**config.mk**
```make
export PLATFORM = sky130hd
export DESIGN_NAME = bship_fifo
export DESIGN_NICKNAME = d
export VERILOG_FILES = /design/src/sv/bship_pkg.sv /design/src/sv/bship_fifo.sv
export SDC_FILE = /design/constraint.sdc
export NUM_CORES = 1
export LEC_CHECK = 0
export ABC_CLOCK_PERIOD_IN_PS = 9100
export BUFFER_PORTS_ARGS = -buffer_cell sky130_fd_sc_hd__buf_2
export CORE_ASPECT_RATIO = 0.7
export CORE_UTILIZATION = 44
export DETAILED_ROUTE_END_ITERATION = 10
export PLACE_DENSITY = 0.77
export SKIP_LAST_GASP = 1
export SLEW_MARGIN = 20
export SYNTH_ARGS = -nofsm -noshare
export SYNTH_HDL_FRONTEND = slang
export SYNTH_SLANG_ARGS = --single-unit
```
**constraint.sdc**
```tcl
create_clock -name aclk -period 9.1 [get_ports aclk]
set_clock_uncertainty 0.05 [all_clocks]
set_input_delay 0.455 -clock aclk [delete_from_list [all_inputs] [get_ports aclk]]
set_output_delay 0.455 -clock aclk [all_outputs]
set_load 0.03 [all_outputs]
```
**src/sv/bship_pkg.sv**
```systemverilog
// Shared types, constants and a helper function for the Burning Ship escape-time unit.
package bship_pkg;

    localparam int FRACTION_BITS = 28;
    localparam int COORD_W       = 32;
    localparam int PIX_W         = 10;
    localparam int STEP_W        = 31;
    localparam int ITER_W        = 12;
    localparam int CFG_IDX_W     = 2;
    localparam int CFG_DATA_W    = 32;

    // config register indexes
    localparam logic [CFG_IDX_W-1:0] REG_STEP_SIZE   = 2'd0;
    localparam logic [CFG_IDX_W-1:0] REG_ORIGIN_REAL = 2'd1;
    localparam logic [CFG_IDX_W-1:0] REG_ORIGIN_IMAG = 2'd2;
    localparam logic [CFG_IDX_W-1:0] REG_MAX_ITER    = 2'd3;

    localparam logic [STEP_W-1:0]         RST_STEP_SIZE   = 31'd2684355;
    localparam logic signed [COORD_W-1:0] RST_ORIGIN_REAL = -32'sd536870912;
    localparam logic signed [COORD_W-1:0] RST_ORIGIN_IMAG = -32'sd536870912;
    localparam logic [ITER_W-1:0]         RST_MAX_ITER    = 12'd50;

    // pixel times step, and origin plus that product
    localparam int PROD_W = PIX_W + STEP_W;
    localparam int CSUM_W = PROD_W + 2;

    // squares after the fraction shift, and the doubled cross term
    localparam int SQ_W  = 2 * COORD_W - FRACTION_BITS;
    localparam int CR_W  = SQ_W + 1;
    localparam int NXT_W = ((CR_W > COORD_W) ? CR_W : COORD_W) + 2;

    localparam int SAT_W = (NXT_W > CSUM_W) ? NXT_W : CSUM_W;

    localparam logic [2*COORD_W-1:0] ESC_LIMIT = 64'd4 << FRACTION_BITS;

    typedef struct packed {
        logic signed [COORD_W-1:0] c_re;
        logic signed [COORD_W-1:0] c_im;
        logic [PIX_W-1:0]          col;
        logic [PIX_W-1:0]          row;
    } bship_item_t;

    typedef struct packed {
        logic [STEP_W-1:0]         step_size;
        logic signed [COORD_W-1:0] origin_real;
        logic signed [COORD_W-1:0] origin_imag;
        logic [ITER_W-1:0]         iter_cap;
    } bship_cfg_t;

    // clamp to the signed coordinate range
    function automatic logic signed [COORD_W-1:0] sat_coord(input logic signed [SAT_W-1:0] v);
        logic signed [SAT_W-1:0] hi;
        logic signed [SAT_W-1:0] lo;
        hi = SAT_W'(64'sd2147483647);
        lo = SAT_W'(-64'sd2147483648);
        if (v > hi) begin
            return 32'sh7FFFFFFF;
        end else if (v < lo) begin
            return 32'sh80000000;
        end
        return COORD_W'(v);
    endfunction

endpackage

```
**src/sv/bship_fifo.sv**
```systemverilog
// Two-entry queue between the front end and the iteration unit.
module bship_fifo (
    input  logic                   aclk,
    input  logic                   aresetn,
    input  logic                   push_valid,
    output logic                   push_ready,
    input  bship_pkg::bship_item_t push_item,
    output logic                   pop_valid,
    input  logic                   pop_ready,
    output bship_pkg::bship_item_t pop_item
);

    bship_pkg::bship_item_t mem_reg [2];
    logic       wr_ptr_reg;
    logic       rd_ptr_reg;
    logic [1:0] count_reg;
    logic       do_push;
    logic       do_pop;

    assign push_ready = (count_reg != 2'd2);
    assign pop_valid  = (count_reg != 2'd0);
    assign pop_item   = mem_reg[rd_ptr_reg];
    assign do_push    = push_valid && push_ready;
    assign do_pop     = pop_valid && pop_ready;

    always_ff @(posedge aclk) begin
        if (!aresetn) begin
            wr_ptr_reg <= 1'b0;
            rd_ptr_reg <= 1'b0;
            count_reg  <= 2'd0;
        end else begin
            if (do_push) begin
                wr_ptr_reg <= !wr_ptr_reg;
            end
            if (do_pop) begin
                rd_ptr_reg <= !rd_ptr_reg;
            end
            if (do_push && !do_pop) begin
                count_reg <= count_reg + 2'd1;
            end else if (do_pop && !do_push) begin
                count_reg <= count_reg - 2'd1;
            end
        end
    end

    always_ff @(posedge aclk) begin
        if (do_push) begin
            mem_reg[wr_ptr_reg] <= push_item;
        end
    end

endmodule

```
==> results.yml <==
sta:
  hold_viol: 0
  min_period_over_period: 0.277
  drv_slew: 0
  tightestPinTransition_ns: 0.803
  fin_crit_ns: 2.52
  tns_ns: 0
  worst_slack_ns: 6.58
  max_freq_mhz: 396
  slew_headroom: 0.464
  whs_ns: 0.173
  setup_violations: 0
  rsz0062_at_grt: "false"
pwr:
  p_per_area_nw_per_um2: 301
  ir_worst_vdd_mv: 0.166
  pwr-share-clk: 0.280
  total_leakage_power_nw: 2.94
  total_power_mw: 2.39
  p_int_mw: 1.64
  p_switching_mw: 0.752
  switching_share: 0.315
  pwr-share-seq: 0.439
  p_comb_frac: 0.281
setup_path:
  worstPathCellList: "buf_12, mux2_2, buf_2"
  cp_num_buf_inv: 2
  cp_slowest_cell: "dfxtp_4"
  rrSetupSlack_ns: 6.83
  crit_arrival_ns: 2.02
  slowest_delay_ns: 0.72
  path_class: "flop to primary output"
  critPathLaunchType: "flop"
  timing.critical_path.max_delay_family: "flip-flops"
  end_kind: "primary output"
  r2r_start: "count_reg[0]$_SDFFE_PN0P_"
  cp_max_fo: 43
  cp.required_ns: 8.60
die:
  dieArea_um2: 14900
  start_util: 0.453
  die_w_um: 145
  rows: 36
  ios: 174
  die_h_um: 102
  core_area_um2: 14000
drt:
  vias: 3243
  drcViolationCount: 0
  dr.pass1.iters: 4
  drt_iter0_markers: 122
  wl_per_cell_um: 16.5
  drt-total-wl_mm: 11.1
  vias_per_cell: 4.83
  ant_nets: 0
logic_synthesis:
  avgSynthCellArea_um2: 22.2
  yosys.cell_types.count: 21
  synthesis.area_um2: 6320
  synthCells: 285
  synth-seq-cells: 173
  yosysSeqAreaShare: 0.814
  synth_warnings: 0
  syn-num-nets: 374
finish:
  final_nets: 560
  fill_cells: 1099
  multiInputGateArea_um2: 1090
  antenna_cells: 0
  final_common_cell: "buf_2"
  final_cell_mix: "buf_2 (173), edfxtp_1 (168), mux2_2 (84), clkbuf_16 (17)"
  largest_register_ffs: 168
  seq_area_um2: 5150
  design_area_um2: 7940
  final_layout_size_suffix_gt1_frac: 0.601
  area_delta_synth_final_pct: 25.6
cts:
  cts_root_buffer: "clkbuf_16"
  clock_latency_ns: 0.42
  cts_tree: "yes"
  cts_hold_buf: 0
  ctsHtreeMaxLevel: 4
  post_cts_buffers: 0
  clock-sinks: 173
  path_clk_slew_ns: 0.06
  cts.repair.resized: 0
  cts-buffers-inserted: 17
  clk_path_buf_depth: 2
global_route:
  grt_overflow: 0
  grt_pass1_wl_mm: 16.4
  grt_max_degree: 85
  grt_use_total: 0.152
  grt_pass1_vias: 3228
  antenna_found_initial: 0
placement:
  place.port_buffers: 173
  hpwlAfterDp_mm: 7.09
  place_area_um2: 7380
  gp_congestion: 0.715
  detailedPlace.worstSlack_ns: 6.77
job:
  maxCapViolCount: 0
worst_hold_path:
  hp-start: "push_item[20]"
  hold_class: "primary input to flop"
status:
  outcome: "finished, final reports clean"
[path summary, 6_finish.rpt]
path | to | cells past startpoint
hold reg to reg | count_reg[1]$_SDFFE_PN0P_ | 2
setup reg to reg | mem_reg[0][52]$_DFFE_PP_ | 4
setup / recovery | pop_item[46] | 3
hold / removal | mem_reg[0][20]$_DFFE_PP_ | 1
[layout make-up]
type | instances | share of cell area
well taps | 190 | 0.0299
repair buffers | 176 | 0.116
flip-flops and latches | 173 | 0.649
inverters | 1 | 0.000630
clock buffers | 21 | 0.0555
multi-input cells | 102 | 0.137
clock inverters | 8 | 0.0121
[metal layers]
metal | vias up | routed length [um] | track usage
met5 | - | 0 | 0
met3 | 18 | 628 | 0.0460
met4 | 0 | 202 | 0.0834
li1 | 1500 | - | -
met2 | 115 | 5570 | 0.256
met1 | 1610 | 4670 | 0.179
[synthesized netlist by cell type (all sizes together)]
cell type	instances	area (um^2)
or3	1	6.26
and2	4	25.0
xor2	1	8.76
a21bo	1	10.0
or2	1	6.26
buf	9	85.1
and3	1	6.26
inv	1	3.75
mux2	84	946
dfxtp	5	100
nand3b	1	7.51
a21boi	2	15.0
ha	1	12.5
nand2b	1	13.8
o21ai	2	10.0
xnor2	2	17.5
edfxtp	168	5040
[kinds of logic after synthesis]
kind of cell | Yosys count | synth area share
simple gates | 9 | 0.0103
fa+ha+maj | 1 | 0.00198
buf+inv | 10 | 0.0141
xor+xnor | 3 | 0.00416
flops | 173 | 0.814
mux | 84 | 0.150
compound gates | 5 | 0.00554
[power groups by stage]
| stage | clock [mW] | combinational, mW | sequential, mW |
|---|---|---|---|
| after global routing | 0.715 | 0.711 | 1.06 |
| after floorplan | 0 | 0.534 | 1.04 |
| after global placement | 0 | 0.637 | 1.09 |
| final | 0.670 | 0.672 | 1.05 |
| after CTS | 0.685 | 0.654 | 1.08 |
| after detailed placement | 0 | 0.651 | 1.09 |
[worst register-to-register path: cells and delay by family, from the launching register on]
| kind | cells | cell delay (ns) |
|---|---|---|
| buf+inv | 2 | 1.06 |
| flops | 1 | 0.42 |
| simple gates | 2 | 0.30 |
[metrics by stage]
step / util / std cells
detailed placement: 0.529 / 641
finish: 0.569 / 671
global route: 0.569 / 671
CTS: 0.567 / 670
floorplan: - / 285
global placement: 0.527 / 640
No activity file was read; power rests on OpenSTA's default activity.
