==> config.mk <==
export PLATFORM = sky130hd
export DESIGN_NAME = bship_front
export DESIGN_NICKNAME = d
export VERILOG_FILES = /design/src/sv/bship_pkg.sv /design/src/sv/bship_front.sv
export SDC_FILE = /design/constraint.sdc
export NUM_CORES = 2
export LEC_CHECK = 0
export BUFFER_PORTS_ARGS = -buffer_cell sky130_fd_sc_hd__clkbuf_2
export CAP_MARGIN = 15
export CORE_ASPECT_RATIO = 1.25
export CORE_UTILIZATION = 64
export DETAILED_ROUTE_END_ITERATION = 7
export PLACE_DENSITY = 0.89
export REMOVE_ABC_BUFFERS = 1
export SLEW_MARGIN = 20
export SYNTH_ARGS = -nofsm -noshare
export SYNTH_HDL_FRONTEND = slang
export SYNTH_SLANG_ARGS = --single-unit
==> constraint.sdc <==
create_clock -name aclk -period 7 [get_ports aclk]
set_clock_uncertainty 0.15 [all_clocks]
set_input_delay 0.35 -clock aclk [delete_from_list [all_inputs] [get_ports aclk]]
set_output_delay 0.35 -clock aclk [all_outputs]
set_load 0.05 [all_outputs]
==> src/sv/bship_pkg.sv <==
// Shared types, constants and a helper function for the Burning Ship escape-time unit.
package bship_pkg;

    localparam int FRACTION_BITS = 28;
    localparam int COORD_W       = 32;
    localparam int PIX_W         = 10;
    localparam int STEP_W        = 31;
    localparam int ITER_W        = 12;
    localparam int CFG_IDX_W     = 2;
    localparam int CFG_DATA_W    = 32;

    // config register indexes
    localparam logic [CFG_IDX_W-1:0] REG_STEP_SIZE   = 2'd0;
    localparam logic [CFG_IDX_W-1:0] REG_ORIGIN_REAL = 2'd1;
    localparam logic [CFG_IDX_W-1:0] REG_ORIGIN_IMAG = 2'd2;
    localparam logic [CFG_IDX_W-1:0] REG_MAX_ITER    = 2'd3;

    localparam logic [STEP_W-1:0]         RST_STEP_SIZE   = 31'd2684355;
    localparam logic signed [COORD_W-1:0] RST_ORIGIN_REAL = -32'sd536870912;
    localparam logic signed [COORD_W-1:0] RST_ORIGIN_IMAG = -32'sd536870912;
    localparam logic [ITER_W-1:0]         RST_MAX_ITER    = 12'd50;

    // pixel times step, and origin plus that product
    localparam int PROD_W = PIX_W + STEP_W;
    localparam int CSUM_W = PROD_W + 2;

    // squares after the fraction shift, and the doubled cross term
    localparam int SQ_W  = 2 * COORD_W - FRACTION_BITS;
    localparam int CR_W  = SQ_W + 1;
    localparam int NXT_W = ((CR_W > COORD_W) ? CR_W : COORD_W) + 2;

    localparam int SAT_W = (NXT_W > CSUM_W) ? NXT_W : CSUM_W;

    localparam logic [2*COORD_W-1:0] ESC_LIMIT = 64'd4 << FRACTION_BITS;

    typedef struct packed {
        logic signed [COORD_W-1:0] c_re;
        logic signed [COORD_W-1:0] c_im;
        logic [PIX_W-1:0]          col;
        logic [PIX_W-1:0]          row;
    } bship_item_t;

    typedef struct packed {
        logic [STEP_W-1:0]         step_size;
        logic signed [COORD_W-1:0] origin_real;
        logic signed [COORD_W-1:0] origin_imag;
        logic [ITER_W-1:0]         iter_cap;
    } bship_cfg_t;

    // clamp to the signed coordinate range
    function automatic logic signed [COORD_W-1:0] sat_coord(input logic signed [SAT_W-1:0] v);
        logic signed [SAT_W-1:0] hi;
        logic signed [SAT_W-1:0] lo;
        hi = SAT_W'(64'sd2147483647);
        lo = SAT_W'(-64'sd2147483648);
        if (v > hi) begin
            return 32'sh7FFFFFFF;
        end else if (v < lo) begin
            return 32'sh80000000;
        end
        return COORD_W'(v);
    endfunction

endpackage

==> src/sv/bship_front.sv <==
// Front end: takes pixel transactions and maps them to complex points c.
module bship_front (
    input  logic                      aclk,
    input  logic                      aresetn,
    input  bship_pkg::bship_cfg_t     cfg,
    input  logic                      in_valid,
    output logic                      in_ready,
    input  logic [bship_pkg::PIX_W-1:0] in_col,
    input  logic [bship_pkg::PIX_W-1:0] in_row,
    output logic                      push_valid,
    input  logic                      push_ready,
    output bship_pkg::bship_item_t    push_item
);

    logic                              v1_reg;
    logic [bship_pkg::PIX_W-1:0]       col_reg;
    logic [bship_pkg::PIX_W-1:0]       row_reg;
    logic [bship_pkg::PROD_W-1:0]      pcol_reg;
    logic [bship_pkg::PROD_W-1:0]      prow_reg;
    logic                              advance;
    logic signed [bship_pkg::CSUM_W-1:0] sum_re;
    logic signed [bship_pkg::CSUM_W-1:0] sum_im;

    assign advance  = !v1_reg || push_ready;
    assign in_ready = advance;

    always_ff @(posedge aclk) begin
        if (!aresetn) begin
            v1_reg <= 1'b0;
        end else if (advance) begin
            v1_reg <= in_valid;
        end
    end

    always_ff @(posedge aclk) begin
        if (advance && in_valid) begin
            col_reg  <= in_col;
            row_reg  <= in_row;
            pcol_reg <= bship_pkg::PROD_W'(in_col) * bship_pkg::PROD_W'(cfg.step_size);
            prow_reg <= bship_pkg::PROD_W'(in_row) * bship_pkg::PROD_W'(cfg.step_size);
        end
    end

    always_comb begin
        sum_re = bship_pkg::CSUM_W'(cfg.origin_real) + signed'(bship_pkg::CSUM_W'(pcol_reg));
        sum_im = bship_pkg::CSUM_W'(cfg.origin_imag) + signed'(bship_pkg::CSUM_W'(prow_reg));
        push_item.c_re = bship_pkg::sat_coord(bship_pkg::SAT_W'(sum_re));
        push_item.c_im = bship_pkg::sat_coord(bship_pkg::SAT_W'(sum_im));
        push_item.col  = col_reg;
        push_item.row  = row_reg;
    end

    assign push_valid = v1_reg;

endmodule

==> qor.yml <==
final_layout:
  layout-drive-gt1-share_pct: 10.2
  num-fill-cells: 3101
  syn_to_final_growth_pct: 6.48
  final-seq-area_sq_mm: 0.00308
  layout_commonest_cell: "fa_1"
  fin_nets: 3995
  multi_input_area_sq_mm: 0.0219
  final_util_pct: 69.1
  final_cell_mix: "462 x fa_1, 459 x inv_1, 364 x nand2_1"
global_route:
  grt_overflow: 0
  grt_pass1_vias: 24100
  grt_pass1_wl_mm: 110
  grt_max_degree: 57
  antenna_found_initial: 2
  track_usage_pct: 31.2
drt:
  drt_iter0_markers: 1455
  avgRoutedWirePerCell_um: 17.6
  vias: 22300
  first_pass_iters: 6
  drc: 0
  drt.antenna.violating_nets: 0
  totalWireLength_mm: 65.7
  via_per_inst: 5.98
clocking:
  htree_levels: 3
  cts_buffer_depth: 2
  cts_setup_buffers: 0
  clk_pin_slew_ns: 0.07
  root_buffer: "clkbuf_16"
  clock_latency_ns: 0.37
  cts.sinks: 103
  ctsHoldBuffers: 0
  cts_made_buffers: 9
  cts_tree: "done"
  cts_resized: 0
status:
  outcome: "complete, no violations"
synthesis:
  syn_area_per_cell_sq_um: 8.96
  ys_seq_area_share_pct: 11.3
  synth_edf_count: 102
  yosys-top-cells-area: "fa_1 34%, edfxtp_1 11%, ha_1 11%"
  yosysWarnings: 0
  synth_top_area_share_pct: 33.8
  ys_ff_latch: 103
  synth-async-reset-ratio_pct: 0
  synth_cells: 3052
  synth_cell_type_count: 83
  synth_flop_cell: "edfxtp_1"
  yosys.area.top_type: "fa_1"
  netlist_area_sq_mm: 0.0274
floorplanning:
  chipHeight_um: 233
  die_x_um: 187
  io_pins: 217
  start_util_pct: 64.9
  core.rowCount: 84
  die_area_sq_mm: 0.0436
  core-area_sq_mm: 0.0421
timing:
  final-hold-violation-count: 0
  period_share_pct: 95.2
  setup_viol: 0
  max_freq_ghz: 0.150
  slew_viol_final: 0
  worst-slew-pin-transition_ns: 1.07
  min_period_ns: 6.67
  relSlewSlack_pct: 28.7
  tns_ns: 0
  rsz0062_at_grt: "false"
min_path:
  hp-class: "in2reg"
worst_setup_path:
  cp_cell_sequence: "clkbuf_2 -> nand2_1 -> fa_1 -> inv_1 -> fa_1 -> fa_1 -> fa_1 -> inv_1 -> fa_1 -> inv_1 -> ha_1 -> and4_1 -> a21oi_1 -> nand2_1 -> a311oi_1 -> o21ai_0 -> a31oi_1 -> o211ai_1 -> a221oi_1 -> buf_4 -> o21bai_1 -> a21boi_0 -> xnor2_1"
  cp_slowest_cell: "fa_1"
  slowest_delay_ns: 0.57
  arrival_ns: 6.64
  crit_path_frequent_cell: "fa_1"
  crit_type: "in2reg"
  crit_path_end_kind: "flop"
  path_max_fanout: 19
  crit_required_ns: 6.97
  worstSetupStartpointType: "input port"
power:
  p_leak_nw: 14.7
  powerDensity_mw_per_mm2: 518
  ir_drop_mv: 0.444
placement:
  gp_congestion: 0.950
  portBuffers: 204
  dpl.hpwl_mm: 52.9
run:
  cap_violations: 0
==> stage by stage <==
step	hold slack, ns	cells	area (sq um)	power [mW]	setup WS (ns)
3_5_place_dp	0.401	3713	28800	14.4	0.153
6_report	0.0574	3733	29100	15.1	0.334
5_1_grt	0.0726	3731	29100	16.6	0.00435
2_1_floorplan	0.299	2894	26700	11.5	1.00
4_1_cts	0.0524	3728	29100	15.0	0.408
3_3_place_gp	0.366	3713	28800	13.8	0.300
==> Yosys cell counts (all sizes together), types with 23 or more instances <==
| cell | count |
|---|---|
| a21oi | 141 |
| ha | 236 |
| o21bai | 25 |
| a21o | 103 |
| nand2 | 364 |
| and2 | 329 |
| edfxtp | 102 |
| and3 | 23 |
| nand3 | 33 |
| xnor2 | 92 |
| o21ai | 127 |
| xor2 | 54 |
| clkbuf | 151 |
| nor2 | 84 |
| inv | 459 |
| o21a | 23 |
| fa | 462 |
==> critical path: cells and delay by family <==
family | cells | cell delay, ns
simple gates | 3 | 0.54
buf+inv | 5 | 0.76
xor+xnor | 1 | 0.10
fa+ha+maj | 6 | 2.94
compound gates | 8 | 1.94
==> power breakdown <==
part | internal [mW] | leakage (nW) | switching [mW] | total (mW)
clock | 0.240 | 0.122 | 0.247 | 0.487
combinational | 5.38 | 13.6 | 7.69 | 13.1
sequential | 1.43 | 0.997 | 0.0935 | 1.52
==> cell type report <==
type | instances | share of cell area [%]
Multi-Input combinational cell | 2332 | 75.2
Sequential cell | 103 | 10.6
Inverter | 459 | 5.91
Timing Repair Buffer | 261 | 4.99
Tap cell | 559 | 2.40
Clock buffer | 10 | 0.786
Clock inverter | 5 | 0.125
Antenna cell | 4 | 0.0344
==> worst paths after layout <==
check / from / endpoint / slack (ns) / cells past startpoint
min: aresetn / push_valid / 0.06 / 2
max reg2reg: push_valid / pcol_reg[38] / 4.76 / 3
min reg2reg: push_valid / push_valid / 0.40 / 2
max: in_col[1] / pcol_reg[38] / 0.33 / 23
==> cells by family after synthesis <==
logic type               share of synthesized area (%)
flip-flops                                        11.3
AO/OA/AOI/OAI                                     13.2
buffers and inverters                             8.74
multiplexers                                    0.0366
XOR/XNOR                                          4.67
AND/OR/NAND/NOR                                   17.5
adder cells (fa/ha/maj)                           44.6
==> per-layer routing <==
metal	vias to the layer above	routed length (um)	global-route usage, %
li1	10000	-	-
met5	-	0	0
met2	928	34900	58.1
met1	11100	23700	35.0
met4	0	3010	16.4
met3	246	4140	3.97
Power figures use the tool's default switching activity.
